[src/rtl/owm_pkg.sv]
// Shared types and constants of the 1-Wire bus master.
package owm_pkg;

  localparam int unsigned TickW  = 10;
  localparam int unsigned CfgIdxW = 3;
  localparam int unsigned NumRegs = 7;

  // Command codes carried in the func field.
  localparam logic [1:0] FUNC_TICK  = 2'd0;
  localparam logic [1:0] FUNC_RESET = 2'd1;
  localparam logic [1:0] FUNC_WRITE = 2'd2;
  localparam logic [1:0] FUNC_READ  = 2'd3;

  // Bus phase codes.
  localparam logic [2:0] PH_IDLE     = 3'd0;
  localparam logic [2:0] PH_RST_LOW  = 3'd1;
  localparam logic [2:0] PH_RST_WAIT = 3'd2;
  localparam logic [2:0] PH_RST_REC  = 3'd3;
  localparam logic [2:0] PH_WR_LOW   = 3'd4;
  localparam logic [2:0] PH_WR_REL   = 3'd5;
  localparam logic [2:0] PH_RD_LOW   = 3'd6;
  localparam logic [2:0] PH_RD_REL   = 3'd7;

  // Configuration register indexes.
  localparam logic [CfgIdxW-1:0] REG_RESET_LOW     = 3'd0;
  localparam logic [CfgIdxW-1:0] REG_PRESENCE_WAIT = 3'd1;
  localparam logic [CfgIdxW-1:0] REG_RESET_RECOVER = 3'd2;
  localparam logic [CfgIdxW-1:0] REG_WRITE_ONE_LOW = 3'd3;
  localparam logic [CfgIdxW-1:0] REG_WRITE_SLOT    = 3'd4;
  localparam logic [CfgIdxW-1:0] REG_READ_LOW      = 3'd5;
  localparam logic [CfgIdxW-1:0] REG_READ_RECOVER  = 3'd6;

  // Register values after reset.
  localparam logic [TickW-1:0] RST_RESET_LOW     = 10'd480;
  localparam logic [TickW-1:0] RST_PRESENCE_WAIT = 10'd80;
  localparam logic [TickW-1:0] RST_RESET_RECOVER = 10'd400;
  localparam logic [TickW-1:0] RST_WRITE_ONE_LOW = 10'd1;
  localparam logic [TickW-1:0] RST_WRITE_SLOT    = 10'd50;
  localparam logic [TickW-1:0] RST_READ_LOW      = 10'd2;
  localparam logic [TickW-1:0] RST_READ_RECOVER  = 10'd60;

  typedef struct packed {
    logic [TickW-1:0] reset_low;
    logic [TickW-1:0] presence_wait;
    logic [TickW-1:0] reset_recover;
    logic [TickW-1:0] write_one_low;
    logic [TickW-1:0] write_slot;
    logic [TickW-1:0] read_low;
    logic [TickW-1:0] read_recover;
  } cfg_t;

  typedef struct packed {
    logic [2:0]       phase;
    logic [TickW-1:0] tick_count;
    logic [2:0]       bit_index;
    logic [7:0]       shift_byte;
    logic             presence_flag;
    logic [1:0]       op_kind;
    logic [7:0]       read_result;
  } state_t;

  typedef struct packed {
    logic [1:0] func;
    logic [7:0] write_byte;
    logic       line_level;
  } item_t;

  typedef struct packed {
    logic       drive_low;
    logic       busy_res;
    logic       done_res;
    logic [7:0] read_byte;
    logic       presence;
  } result_t;

endpackage

[src/rtl/owm_if.sv]
// Valid/ready channel interfaces for tick items and result items.
interface owm_item_if;
  logic       valid;
  logic       ready;
  logic [1:0] func;
  logic [7:0] write_byte;
  logic       line_level;

  modport source (output valid, output func, output write_byte, output line_level,
                  input ready);
  modport sink (input valid, input func, input write_byte, input line_level,
                output ready);
endinterface

interface owm_res_if;
  logic       valid;
  logic       ready;
  logic       drive_low;
  logic       busy_res;
  logic       done_res;
  logic [7:0] read_byte;
  logic       presence;

  modport source (output valid, output drive_low, output busy_res, output done_res,
                  output read_byte, output presence, input ready);
  modport sink (input valid, input drive_low, input busy_res, input done_res,
                input read_byte, input presence, output ready);
endinterface

[src/rtl/owm_cfg.sv]
// Timing configuration registers of the 1-Wire bus master.
module owm_cfg (
  input  logic                         clk_i,
  input  logic                         rst_ni,
  input  logic                         we_i,
  input  logic [owm_pkg::CfgIdxW-1:0]  idx_i,
  input  logic [owm_pkg::TickW-1:0]    data_i,
  output owm_pkg::cfg_t                cfg_o
);

  owm_pkg::cfg_t cfg_q;

  always_ff @(posedge clk_i or negedge rst_ni) begin
    if (!rst_ni) begin
      cfg_q.reset_low     <= owm_pkg::RST_RESET_LOW;
      cfg_q.presence_wait <= owm_pkg::RST_PRESENCE_WAIT;
      cfg_q.reset_recover <= owm_pkg::RST_RESET_RECOVER;
      cfg_q.write_one_low <= owm_pkg::RST_WRITE_ONE_LOW;
      cfg_q.write_slot    <= owm_pkg::RST_WRITE_SLOT;
      cfg_q.read_low      <= owm_pkg::RST_READ_LOW;
      cfg_q.read_recover  <= owm_pkg::RST_READ_RECOVER;
    end else if (we_i) begin
      case (idx_i)
        owm_pkg::REG_RESET_LOW:     cfg_q.reset_low     <= data_i;
        owm_pkg::REG_PRESENCE_WAIT: cfg_q.presence_wait <= data_i;
        owm_pkg::REG_RESET_RECOVER: cfg_q.reset_recover <= data_i;
        owm_pkg::REG_WRITE_ONE_LOW: cfg_q.write_one_low <= data_i;
        owm_pkg::REG_WRITE_SLOT:    cfg_q.write_slot    <= data_i;
        owm_pkg::REG_READ_LOW:      cfg_q.read_low      <= data_i;
        owm_pkg::REG_READ_RECOVER:  cfg_q.read_recover  <= data_i;
        default: ;
      endcase
    end
  end

  assign cfg_o = cfg_q;

endmodule

[src/rtl/owm_step.sv]
// Next-state and result logic for one microsecond tick of the bus master.
module owm_step (
  input  owm_pkg::cfg_t    cfg_i,
  input  owm_pkg::state_t  state_i,
  input  owm_pkg::item_t   item_i,
  output owm_pkg::state_t  state_o,
  output owm_pkg::result_t res_o
);

  owm_pkg::state_t        st;
  logic [owm_pkg::TickW:0] tick_inc;
  logic                   bit_val;
  logic                   drive;
  logic                   finish;

  always_comb begin
    st       = state_i;
    drive    = 1'b0;
    finish   = 1'b0;
    tick_inc = '0;
    bit_val  = 1'b0;

    // A command is taken only from idle; its first tick is this one.
    if (st.phase == owm_pkg::PH_IDLE && item_i.func != owm_pkg::FUNC_TICK) begin
      st.op_kind    = item_i.func;
      st.bit_index  = '0;
      st.tick_count = '0;
      st.shift_byte = (item_i.func == owm_pkg::FUNC_WRITE) ? item_i.write_byte : 8'h00;
      case (item_i.func)
        owm_pkg::FUNC_RESET: st.phase = owm_pkg::PH_RST_LOW;
        owm_pkg::FUNC_WRITE: st.phase = owm_pkg::PH_WR_LOW;
        default:             st.phase = owm_pkg::PH_RD_LOW;
      endcase
    end

    tick_inc = {1'b0, st.tick_count} + 1'b1;
    bit_val  = st.shift_byte[st.bit_index];

    case (st.phase)
      owm_pkg::PH_RST_LOW: begin
        drive         = 1'b1;
        st.tick_count = tick_inc[owm_pkg::TickW-1:0];
        if (tick_inc >= {1'b0, cfg_i.reset_low}) begin
          st.phase      = owm_pkg::PH_RST_WAIT;
          st.tick_count = '0;
        end
      end
      owm_pkg::PH_RST_WAIT: begin
        if (st.tick_count >= cfg_i.presence_wait) begin
          st.presence_flag = ~item_i.line_level;
          if (cfg_i.reset_recover == '0) begin
            finish = 1'b1;
          end else begin
            st.phase      = owm_pkg::PH_RST_REC;
            st.tick_count = '0;
          end
        end else begin
          st.tick_count = tick_inc[owm_pkg::TickW-1:0];
        end
      end
      owm_pkg::PH_RST_REC: begin
        st.tick_count = tick_inc[owm_pkg::TickW-1:0];
        if (tick_inc >= {1'b0, cfg_i.reset_recover}) begin
          finish = 1'b1;
        end
      end
      owm_pkg::PH_WR_LOW: begin
        drive         = 1'b1;
        st.tick_count = tick_inc[owm_pkg::TickW-1:0];
        if (tick_inc >= {1'b0, (bit_val ? cfg_i.write_one_low : cfg_i.write_slot)}) begin
          st.phase      = owm_pkg::PH_WR_REL;
          st.tick_count = '0;
        end
      end
      owm_pkg::PH_WR_REL: begin
        st.tick_count = tick_inc[owm_pkg::TickW-1:0];
        // A zero bit is followed by a single released tick.
        if (tick_inc >= (bit_val ? {1'b0, cfg_i.write_slot}
                                 : {{owm_pkg::TickW{1'b0}}, 1'b1})) begin
          if (st.bit_index == 3'd7) begin
            finish = 1'b1;
          end else begin
            st.bit_index  = st.bit_index + 3'd1;
            st.phase      = owm_pkg::PH_WR_LOW;
            st.tick_count = '0;
          end
        end
      end
      owm_pkg::PH_RD_LOW: begin
        drive         = 1'b1;
        st.tick_count = tick_inc[owm_pkg::TickW-1:0];
        if (tick_inc >= {1'b0, cfg_i.read_low}) begin
          st.phase      = owm_pkg::PH_RD_REL;
          st.tick_count = '0;
        end
      end
      owm_pkg::PH_RD_REL: begin
        // The line is sampled on the first released tick of the slot.
        if (st.tick_count == '0) begin
          st.shift_byte[st.bit_index] = st.shift_byte[st.bit_index] | item_i.line_level;
        end
        if (st.tick_count >= cfg_i.read_recover) begin
          if (st.bit_index == 3'd7) begin
            finish = 1'b1;
          end else begin
            st.bit_index  = st.bit_index + 3'd1;
            st.phase      = owm_pkg::PH_RD_LOW;
            st.tick_count = '0;
          end
        end else begin
          st.tick_count = tick_inc[owm_pkg::TickW-1:0];
        end
      end
      default: ;
    endcase

    if (finish) begin
      if (st.op_kind == owm_pkg::FUNC_READ) begin
        st.read_result = st.shift_byte;
      end
      st.phase      = owm_pkg::PH_IDLE;
      st.tick_count = '0;
    end

    state_o         = st;
    res_o.drive_low = drive;
    res_o.busy_res  = (st.phase != owm_pkg::PH_IDLE);
    res_o.done_res  = finish;
    res_o.read_byte = st.read_result;
    res_o.presence  = st.presence_flag;
  end

endmodule

[src/rtl/one_wire_bus_master.sv]
// Top level of the 1-Wire bus master: input register, tick logic and result register.
//
// Each tick item stands for one microsecond of bus time. The block takes one tick
// item per clock cycle unless the result side stalls, and returns exactly one
// result item for it, in order; the result describes the bus level the master
// drives on that tick, whether a command is still running afterwards, a one-tick
// done flag, the last read byte and the last presence result. A tick item goes
// through two registers: it is captured in an input register, then the tick logic
// computes the new bus state and the result combinationally and the result lands
// in the output register. The state that each tick leaves is fed to the next. When
// the result side stalls, the input register fills and then input ready drops. A
// command (reset, write byte, read byte) is started by the func field only while
// the bus is idle; one that arrives while a command runs, including on its done
// tick, is dropped. The seven timing registers are written through the cfg port at
// any edge where cfg_we_i is high and should only be changed while no tick item is
// in flight; indexes past the last register are ignored.
module one_wire_bus_master (
  input  logic                         clk_i,
  input  logic                         rst_ni,
  owm_item_if.sink                     item_i,
  owm_res_if.source                    res_o,
  input  logic                         cfg_we_i,
  input  logic [owm_pkg::CfgIdxW-1:0]  cfg_idx_i,
  input  logic [owm_pkg::TickW-1:0]    cfg_data_i
);

  owm_pkg::cfg_t    cfg;
  owm_pkg::state_t  state_q, state_d;
  owm_pkg::item_t   in_q;
  owm_pkg::result_t res_q, res_d;
  logic             in_valid_q;
  logic             out_valid_q;
  logic             advance;

  owm_cfg u_cfg (
    .clk_i  (clk_i),
    .rst_ni (rst_ni),
    .we_i   (cfg_we_i),
    .idx_i  (cfg_idx_i),
    .data_i (cfg_data_i),
    .cfg_o  (cfg)
  );

  // The held tick moves on when the result register is empty or being emptied.
  assign advance      = in_valid_q && (!out_valid_q || res_o.ready);
  assign item_i.ready = !in_valid_q || advance;

  always_ff @(posedge clk_i or negedge rst_ni) begin
    if (!rst_ni) begin
      in_valid_q <= 1'b0;
    end else if (item_i.ready) begin
      in_valid_q <= item_i.valid;
    end
  end

  // The payload needs no reset; it is only used while the valid flag is set.
  always_ff @(posedge clk_i) begin
    if (item_i.ready && item_i.valid) begin
      in_q.func       <= item_i.func;
      in_q.write_byte <= item_i.write_byte;
      in_q.line_level <= item_i.line_level;
    end
  end

  owm_step u_step (
    .cfg_i   (cfg),
    .state_i (state_q),
    .item_i  (in_q),
    .state_o (state_d),
    .res_o   (res_d)
  );

  always_ff @(posedge clk_i or negedge rst_ni) begin
    if (!rst_ni) begin
      state_q.phase         <= owm_pkg::PH_IDLE;
      state_q.tick_count    <= '0;
      state_q.bit_index     <= '0;
      state_q.shift_byte    <= '0;
      state_q.presence_flag <= 1'b0;
      state_q.op_kind       <= owm_pkg::FUNC_TICK;
      state_q.read_result   <= '0;
    end else if (advance) begin
      state_q <= state_d;
    end
  end

  always_ff @(posedge clk_i or negedge rst_ni) begin
    if (!rst_ni) begin
      out_valid_q <= 1'b0;
    end else if (advance) begin
      out_valid_q <= 1'b1;
    end else if (res_o.ready) begin
      out_valid_q <= 1'b0;
    end
  end

  always_ff @(posedge clk_i) begin
    if (advance) begin
      res_q <= res_d;
    end
  end

  assign res_o.valid     = out_valid_q;
  assign res_o.drive_low = res_q.drive_low;
  assign res_o.busy_res  = res_q.busy_res;
  assign res_o.done_res  = res_q.done_res;
  assign res_o.read_byte = res_q.read_byte;
  assign res_o.presence  = res_q.presence;

endmodule

[src/flat_wrapper.sv]
// flat-port wrapper written by rule: the top's interface ports become plain ports
module one_wire_bus_master_flat 
  (clk_i, rst_ni, cfg_we_i, cfg_idx_i, cfg_data_i, item_i_valid, item_i_func, item_i_write_byte, item_i_line_level, item_i_ready, res_o_valid, res_o_drive_low, res_o_busy_res, res_o_done_res, res_o_read_byte, res_o_presence, res_o_ready);
  owm_item_if item_i_i ();
  owm_res_if res_o_i ();
  input  logic clk_i;
  input  logic rst_ni;
  input  logic cfg_we_i;
  input  logic [owm_pkg::CfgIdxW-1:0] cfg_idx_i;
  input  logic [owm_pkg::TickW-1:0] cfg_data_i;
  input wire logic [$bits(item_i_i.valid)-1:0] item_i_valid;
  input wire logic [$bits(item_i_i.func)-1:0] item_i_func;
  input wire logic [$bits(item_i_i.write_byte)-1:0] item_i_write_byte;
  input wire logic [$bits(item_i_i.line_level)-1:0] item_i_line_level;
  output wire logic [$bits(item_i_i.ready)-1:0] item_i_ready;
  output wire logic [$bits(res_o_i.valid)-1:0] res_o_valid;
  output wire logic [$bits(res_o_i.drive_low)-1:0] res_o_drive_low;
  output wire logic [$bits(res_o_i.busy_res)-1:0] res_o_busy_res;
  output wire logic [$bits(res_o_i.done_res)-1:0] res_o_done_res;
  output wire logic [$bits(res_o_i.read_byte)-1:0] res_o_read_byte;
  output wire logic [$bits(res_o_i.presence)-1:0] res_o_presence;
  input wire logic [$bits(res_o_i.ready)-1:0] res_o_ready;
  assign item_i_i.valid = item_i_valid;
  assign item_i_i.func = item_i_func;
  assign item_i_i.write_byte = item_i_write_byte;
  assign item_i_i.line_level = item_i_line_level;
  assign item_i_ready = item_i_i.ready;
  assign res_o_valid = res_o_i.valid;
  assign res_o_drive_low = res_o_i.drive_low;
  assign res_o_busy_res = res_o_i.busy_res;
  assign res_o_done_res = res_o_i.done_res;
  assign res_o_read_byte = res_o_i.read_byte;
  assign res_o_presence = res_o_i.presence;
  assign res_o_i.ready = res_o_ready;
  one_wire_bus_master u_core (.clk_i(clk_i), .rst_ni(rst_ni), .item_i(item_i_i), .res_o(res_o_i), .cfg_we_i(cfg_we_i), .cfg_idx_i(cfg_idx_i), .cfg_data_i(cfg_data_i));
endmodule
[config.mk]
export PLATFORM = sky130hd
export DESIGN_NAME = one_wire_bus_master_flat
export DESIGN_NICKNAME = d
export VERILOG_FILES = /design/src/rtl/owm_pkg.sv /design/src/rtl/owm_if.sv /design/src/rtl/owm_cfg.sv /design/src/rtl/owm_step.sv /design/src/rtl/one_wire_bus_master.sv /design/src/flat_wrapper.sv
export SDC_FILE = /design/constraint.sdc
export NUM_CORES = 1
export LEC_CHECK = 0
export ABC_AREA = 1
export BUFFER_PORTS_ARGS = -buffer_cell sky130_fd_sc_hd__buf_2
export CAP_MARGIN = 40
export CORE_UTILIZATION = 35
export DETAILED_ROUTE_END_ITERATION = 16
export PLACE_DENSITY = 0.56
export SYNTH_ARGS = -nofsm -noshare
export SYNTH_HDL_FRONTEND = slang
export SYNTH_SLANG_ARGS = --single-unit
[constraint.sdc]
create_clock -name clk_i -period 4.2 [get_ports clk_i]
set_clock_uncertainty 0.05 [all_clocks]
set_input_delay 1.26 -clock clk_i [delete_from_list [all_inputs] [get_ports clk_i]]
set_output_delay 1.26 -clock clk_i [all_outputs]
set_load 0.05 [all_outputs]
==> results of run 1 <==
==> Yosys cell counts (all sizes together), types with 4 or more instances <==
library cell / instances / area, µm²
nor2: 82 / 337.8
nor3: 14 / 75.07
o21ai: 148 / 763.2
dfrtp: 89 / 2227
ha: 59 / 738.2
nand2: 345 / 1348
and2: 9 / 56.31
nand3: 74 / 385.4
a21oi: 37 / 188.9
o211ai: 9 / 67.56
xnor2: 4 / 35.03
dfstp: 18 / 473.0
mux2i: 6 / 60.06
a21boi: 4 / 41.29
edfxtp: 23 / 690.7
inv: 169 / 634.4
o22ai: 4 / 25.02
nand4: 8 / 50.05
clkbuf: 28 / 106.4
o21bai: 4 / 30.03
buf: 6 / 47.54
==> timing repair <==
action,in CTS,in global routing
setup endpoints to repair,0,32
gates resized for setup,0,15
setup buffers,0,2
==> sequential cells by signal (all words and copies together) (netlist names) <==
register,flops
u_core.res_o.read_byte,8
u_core.u_cfg.cfg_o,70
u_core.res_o.valid,1
u_core.res_o.presence,1
u_core.in_valid_q,1
u_core.res_o.busy_res,1
u_core.res_o.drive_low,1
u_core.res_o.done_res,1
u_core.in_q,11
u_core.state_q,35
==> routing by layer <==
metal / vias to the layer above / track usage
li1: 3890 / -
met1: 3505 / 0.2720
met4: 0 / 0.06044
met3: 34 / 0.03811
met5: - / 0
met2: 195 / 0.3287
==> power by group through the flow <==
stage,registers (W),logic (W),clock network (W)
after floorplan,0.00197,0.00288,0
after global placement,0.00190,0.00413,0
after detailed placement,0.00190,0.00414,0
after CTS,0.00188,0.00416,0.00153
after global routing,0.00192,0.00484,0.00158
final,0.00189,0.00425,0.00150
==> worst paths after layout <==
path | from | end | slack (ns) | cells past startpoint
worst max register to register | u_core.in_q[10] | u_core.res_o.read_byte[4] | 0.29 | 24
worst min register to register | u_core.u_cfg.cfg_o[6] | u_core.u_cfg.cfg_o[6] | 0.43 | 2
min in group asynchronous | rst_ni | u_core.state_q[26] | 0.83 | 1
worst max-delay path | u_core.in_q[10] | u_core.res_o.read_byte[4] | 0.29 | 24
max in group asynchronous | rst_ni | u_core.u_cfg.cfg_o[24] | 2.45 | 2
worst min-delay path | u_core.u_cfg.cfg_o[6] | u_core.u_cfg.cfg_o[6] | 0.43 | 2
==> final cells by class <==
| class | instances | share of cell area |
|---|---|---|
| Sequential cell | 130 | 0.3415 |
| Tap cell | 319 | 0.04020 |
| Clock buffer | 20 | 0.04498 |
| Timing Repair Buffer | 73 | 0.04902 |
| Inverter | 170 | 0.06426 |
| Multi-Input combinational cell | 830 | 0.4468 |
| Clock inverter | 12 | 0.01323 |
==> layout by cell type (no fill, tap or decap), drive strengths merged, types with 8 or more instances in the layout <==
| master | netlist | final |
|---|---|---|
| nand2 | 345 | 345 |
| inv | 169 | 173 |
| o21ai | 148 | 148 |
| dfrtp | 89 | 89 |
| nor2 | 82 | 82 |
| nand3 | 74 | 74 |
| buf | 6 | 73 |
| ha | 59 | 59 |
| a21oi | 37 | 37 |
| edfxtp | 23 | 23 |
| clkbuf | 28 | 20 |
| dfstp | 18 | 18 |
| nor3 | 14 | 14 |
| o211ai | 9 | 9 |
| and2 | 9 | 9 |
| nand4 | 8 | 8 |
==> worst min-delay path: stages, from the launching register on <==
cell and delay [ns]:
dfrtp_1 0.34, nand2_1 0.05, o21ai_0 0.06
==> logic make-up after synthesis <==
| group | count (synthesis) |
|---|---|
| compound gates | 216 |
| fa+ha+maj | 60 |
| mux | 6 |
| buf+inv | 204 |
| flops | 130 |
| xor+xnor | 7 |
| simple gates | 541 |
==> stage by stage <==
| stage | utilization | area [µm²] |
|---|---|---|
| after detailed placement | 0.3905 | 9276 |
| final | 0.4180 | 9930 |
| after global placement | 0.3905 | 9276 |
| after global routing | 0.4180 | 9930 |
| after CTS | 0.4149 | 9854 |
| after floorplan | - | 8563 |
==> reports/qor.csv, run 1 <==
stage,metric,value,unit
clock_tree,clk_latency,0.44,ns
timing,clock.fmax,0.2561,GHz
yosys,ys_types,48,
route,wl_met3,1057,µm
timing,hold_slack,0.4350,ns
floorplan,dieArea,25100,µm²
cells_and_area,antenna-diode-count,0,
route,topRoutingLayerUsed,met4,
critical_path,path_common_cell,nand2_1,
route,viasPerCell,4.906,
cells_and_area,nFillCells,2446,
place,gp_congestion,0.9393,
yosys,ys.flop_type,dfrtp_1,
timing,period_minus_slack,3.905,ns
floorplan,io_pins,43,
yosys,syn_area_per_cell,7.357,µm²
route,wl_per_cell,15.39,µm
clock_tree,clockBufferDepth,2,
cells_and_area,multi_input_area,4437,µm²
cells_and_area,syn2layout_area_growth,15.96,%
power_and_ir_drop,clockPowerShare,0.196,
route,met1Wirelength,11240,µm
grt,antenna_found_initial,0,
power_and_ir_drop,switching_power,0.003603,W
yosys,muxShareOfSynthArea,0.007013,
floorplan,fp-row-count,56,
place,pre_cts_slack,0.1254,ns
power_and_ir_drop,p_int,0.004036,W
yosys,synth_warnings,0,
yosys,synthXorXnorAreaFrac,0.007160,
yosys,synth_top_family_by_area,simple AND/OR/NAND/NOR gates,
yosys,async_flop_share,0.8231,
yosys,netlist_instances,1164,
floorplan,die_w,158.4,µm
job,maxCapViolCount,0,
yosys,synth_compound_area_frac,0.1395,
power_and_ir_drop,power_density,769.3,nW/µm²
timing,fin_tns_setup,0,ns
grt,grt_start_max_net_pins,59,
clock_tree,cts_inserted_buffers,17,
route,drc_errors,0,
yosys,syn_nets,1252,
timing,hold_viol,0,
cells_and_area,nNetsFinal,1310,
yosys,mappedNetlistArea,8563,µm²
clock_tree,ctsHoldBuffers,0,
power_and_ir_drop,design_power_total,0.007639,W
place,dp_cells,1520,
route,totalWireLength,23920,µm
timing,setup_slack,0.2948,ns
floorplan,core,23750,µm²
yosys,synth_edf_count,23,
critical_path,start_kind,flip-flop,
grt,track_usage,0.2024,
clock_tree,clock_sinks,130,
route,detail-route-antenna-nets,0,
critical_path,critical-path-slowest-cell,edfxtp_1,
yosys,yosys.area_share.simple,0.2705,
clock_tree,clkTransAtPathRegs,0.06,ns
critical_path,endpoint_kind,flip-flop,
power_and_ir_drop,p_leak,4.976,nW
timing,relSlewSlack,0.4964,
cells_and_area,drive_above_1_share,0.1360,
critical_path,path_delay_family,simple AND/OR/NAND/NOR gates,
timing,finalCritPeriodShare,0.9298,
grt,gr-total-overflow,0,
place,io_buffers,42,
route,drt_iter0_markers,549,
min_path,hp-class,reg -> reg,
route,met2WireLength,11230,µm
critical_path,worst-path-buf-inv,5,
yosys,synth_seq_cells,130,
critical_path,cpPeakStageDelay,0.39,ns
critical_path,required,4.33,ns
clock_tree,clock_tree.root_cell,clkbuf_16,
power_and_ir_drop,power_switching_share,0.4716,
timing,finalSetupViolCount,0,
clock_tree,htree_levels,4,
place,hpwl,17660,µm
power_and_ir_drop,comb_power_share,0.557,
yosys,synth_seq_area_share,0.3960,
grt,grt_pass1_vias,6907,
yosys,synth_fa_ha_area_frac,0.08738,
clock_tree,cts_tree,yes,
grt,grt_pass1_wl,38060,µm
power_and_ir_drop,seq_power_share,0.247,
timing,finalMaxSlewViolations,0,
critical_path,path_max_fanout,8,
critical_path,critPathArrivalTime,4.04,ns
power_and_ir_drop,peakVddDrop,0.3371,mV
critical_path,crit_path_cell_trace,inv_1 -> ha_1 -> nor2_4 -> nand2_4 -> nand2_4 -> buf_4 -> nor4_2 -> nand3_1 -> nor2_1 -> nand2_1 -> xnor2_1 -> ha_1 -> nand2_1 -> inv_1 -> nand2_1 -> inv_2 -> nand2_1 -> nand2_1 -> a21oi_2 -> nand2_2 -> o21ai_4 -> buf_4 -> nand3_1 -> and2_1,
timing,rsz0062_at_grt,no,
floorplan,start_util,0.3605,
run_status,outcome,"complete, no violations",
route,vias,7624,
cells_and_area,fin_cells,1554,
timing,tightest_slew,0.7554,ns
floorplan,fp.dieH,158.4,µm
cells_and_area,ff_latch_area,3391,µm²
route,drt_pass1_iterations,5,
critical_path,critPathKind,reg -> reg,
Note: power is estimated with default switching activity, not from simulation.
==> run 2, diff against run 1 <==
- PLACE_DENSITY: 0.56 -> 0.51
==> reports/qor.csv, run 2 (same netlist as run 1, synthesis figures left out) <==
stage,metric,value,unit,change
cells_and_area,drive_above_1_share,0.1365,,was 0.1360
min_path,hp-start,u_core.state_q[8],,was u_core.u_cfg.cfg_o[6]
cells_and_area,layout_common_cells,"nand2_1 (333), inv_1 (159), o21ai_0 (135), dfrtp_1 (89)",,"was nand2_1 (332), inv_1 (159), o21ai_0 (135), dfrtp_1 (89), nor2_1 (72)"
floorplan,die_w,158.4,µm,unchanged
min_path,holdPathStages,2,,unchanged
floorplan,start_util,0.3605,,unchanged
floorplan,fp-row-count,56,,unchanged
grt,track_usage,0.2104,,was 0.2024
timing,fin_tns_setup,0,ns,unchanged
run_status,outcome,"complete, no violations",,unchanged
grt,grtUsageMet3,0.03185,,was 0.03811
grt,antenna_found_initial,0,,unchanged
grt,gr-max-usage-layer,met2,,unchanged
route,viasPerCell,4.864,,was 4.906
route,totalWireLength,24940,µm,was 23920 µm
clock_tree,ctsHoldBuffers,0,,unchanged
cells_and_area,nFillCells,2454,,was 2446
route,wl_per_cell,16.02,µm,was 15.39 µm
clock_tree,clkTransAtPathRegs,0.06,ns,about the same
timing,finalMaxSlewViolations,0,,unchanged
critical_path,critical-path-slowest-cell,edfxtp_1,,unchanged
timing,tightest_slew,0.8107,ns,was 0.7554 ns
critical_path,crit_path_cell_trace,inv_1 -> ha_1 -> nor2_4 -> nand2_4 -> buf_4 -> inv_2 -> buf_4 -> nor2_2 -> ha_1 -> nand2_1 -> nor2_1 -> nand2_1 -> o211ai_1 -> a31oi_1 -> nand2_2 -> inv_2 -> nor2_2 -> nand2_2 -> a21boi_4 -> nand2_2 -> buf_12 -> nand2_1 -> and2_1,,was inv_1 -> ha_1 -> nor2_4 -> nand2_4 -> nand2_4 -> buf_4 -> nor4_2 -> nand3_1 -> nor2_1 -> nand2_1 -> xnor2_1 -> ha_1 -> nand2_1 -> inv_1 -> nand2_1 -> inv_2 -> nand2_1 -> nand2_1 -> a21oi_2 -> nand2_2 -> o21ai_4 -> buf_4 -> nand3_1 -> and2_1
critical_path,endpoint_kind,flip-flop,,unchanged
clock_tree,cts_tree,yes,,unchanged
timing,finalSetupViolCount,0,,unchanged
route,detail-route-antenna-nets,0,,unchanged
timing,hold_viol,0,,unchanged
floorplan,core,23750,µm²,unchanged
grt,gr-total-overflow,0,,unchanged
grt,grt_start_max_net_pins,51,,was 59
place,hpwl,18340,µm,was 17660 µm
critical_path,path_max_fanout,15,,was 8
grt,grt_pass1_wl,39570,µm,was 38060 µm
min_path,hp-class,reg -> reg,,unchanged
grt,met1_usage,0.2870,,was 0.2720
clock_tree,clock_tree.root_cell,clkbuf_16,,unchanged
critical_path,critPathArrivalTime,4.02,ns,was 4.04 ns
cells_and_area,nNetsFinal,1313,,was 1310
timing,clock.fmax,0.2576,GHz,was 0.2561 GHz
clock_tree,clock_sinks,130,,unchanged
critical_path,r2r_slack,0.32,ns,was 0.29 ns
power_and_ir_drop,p_leak,4.982,nW,was 4.976 nW
floorplan,dieArea,25100,µm²,unchanged
critical_path,cpPeakStageDelay,0.34,ns,was 0.39 ns
timing,relSlewSlack,0.4575,,was 0.4964
route,drc_errors,0,,unchanged
clock_tree,htree_levels,4,,unchanged
critical_path,critPathKind,reg -> reg,,unchanged
timing,finalCritPeriodShare,0.9242,,was 0.9298
cells_and_area,final_common_cell,nand2_1,,unchanged
timing,period_minus_slack,3.881,ns,was 3.905 ns
power_and_ir_drop,peakVddDrop,0.3580,mV,was 0.3371 mV
place,io_buffers,42,,unchanged
timing,rsz0062_at_grt,no,,unchanged
floorplan,fp.dieH,158.4,µm,unchanged
min_path,worstHoldEndpoint,u_core.state_q[8],,was u_core.u_cfg.cfg_o[6]
critical_path,path_delay_family,simple AND/OR/NAND/NOR gates,,unchanged
floorplan,io_pins,43,,unchanged
clock_tree,clockBufferDepth,2,,unchanged
critical_path,worstReg2RegStart,u_core.in_q[9],,was u_core.in_q[10]
critical_path,start_kind,flip-flop,,unchanged
power_and_ir_drop,power_density,767.1,nW/µm²,was 769.3 nW/µm²
cells_and_area,syn2layout_area_growth,16.26,%,was 15.96%
cells_and_area,largest_reg_flops,70,,unchanged
critical_path,worst-path-buf-inv,6,,was 5
timing,hold_slack,0.4289,ns,was 0.4350 ns
clock_tree,clk_latency,0.43,ns,was 0.44 ns
critical_path,required,4.34,ns,was 4.33 ns
place,gp_congestion,0.9036,,was 0.9393
cells_and_area,antenna-diode-count,0,,unchanged
grt,grt_pass1_vias,7064,,was 6907
route,drt_iter0_markers,591,,was 549
job,maxCapViolCount,0,,unchanged
route,vias,7574,,was 7624
clock_tree,cts_inserted_buffers,17,,unchanged
critical_path,r2r_cells,23,,was 24
grt,grt_use_met2,0.3354,,was 0.3287
route,drt_pass1_iterations,5,,unchanged
critical_path,reg2reg_to,u_core.res_o.read_byte[6],,was u_core.res_o.read_byte[4]
[run 2: cell types whose count changed in the layout (fill, tap and decap cells not counted), moves of 2 or more]
| cell | change |
|---|---|
| buf_4 | +3 |
| inv_6 | +2 |
| nand3_2 | -2 |
| nand3_4 | +2 |
[run 2: timing repair]
action,in CTS,in global routing
setup buffers,0,2
setup endpoints to repair,0,29
gates resized for setup,0,14
[run 2: area by class of cell]
class	instances	area (µm²)	share of cell area
inverters	170	638.1	0.06409
repair buffers	75	505.5	0.05077
clock buffers	19	442.9	0.04449
well taps	319	399.1	0.04009
flip-flops and latches	130	3391	0.3406
clock inverters	13	126.4	0.01269
multi-input cells	831	4453	0.4473
[run 2: worst max-delay path by stage]
stage | from | slack (ns) | depth (start not counted) | to
6_report | u_core.in_q[9] | 0.32 | 23 | u_core.res_o.read_byte[6]
3_3_place_gp | u_core.in_q[9] | 0.19 | 33 | u_core.state_q[30]
2_1_floorplan | u_core.in_q[9] | 0.25 | 27 | u_core.res_o.read_byte[0]
5_1_grt | u_core.in_q[10] | 0.001 | 33 | u_core.state_q[23]
3_5_place_dp | u_core.in_q[10] | 0.13 | 33 | u_core.state_q[30]
4_1_cts | u_core.in_q[10] | 0.10 | 33 | u_core.state_q[30]
[run 2: metrics by stage]
step           total power [W]    util  std cells  setup WS (ns)  instance area [µm²]
3_3_place_gp          0.006028  0.3903       1521         0.1944                 9271
2_1_floorplan         0.004844       -       1164         0.2539                 8563
3_5_place_dp          0.006025  0.3915       1522         0.1265                 9299
6_report              0.007637  0.4191       1557         0.3185                 9956
5_1_grt               0.008320  0.4191       1557       0.001338                 9956
4_1_cts               0.007545  0.4155       1554         0.1036                 9868
[run 2: worst register-to-register path, cell delays in order (launching register included)]
cell and delay, ns:
edfxtp_1 0.34, inv_1 0.07, ha_1 0.23, nor2_4 0.14, nand2_4 0.08, buf_4 0.21, inv_2 0.08, buf_4 0.24
nor2_2 0.09, ha_1 0.30, nand2_1 0.09, nor2_1 0.14, nand2_1 0.07, o211ai_1 0.08, a31oi_1 0.08, nand2_2 0.17
inv_2 0.09, nor2_2 0.17, nand2_2 0.16, a21boi_4 0.19, nand2_2 0.18, buf_12 0.18, nand2_1 0.08, and2_1 0.14
[run 2: routing by layer]
metal	vias up	wire, µm
met5	-	0
met2	160	11450
met1	3469	12060
met4	0	552
li1	3905	-
met3	40	878
[run 2: where the power goes]
group          internal, W  switching [W]  total [W]  leakage, nW
registers          0.00166       0.000236    0.00190         1.55
logic              0.00146        0.00281    0.00426         3.16
clock network     0.000841       0.000637    0.00148        0.277
total              0.00396        0.00368    0.00764         4.98
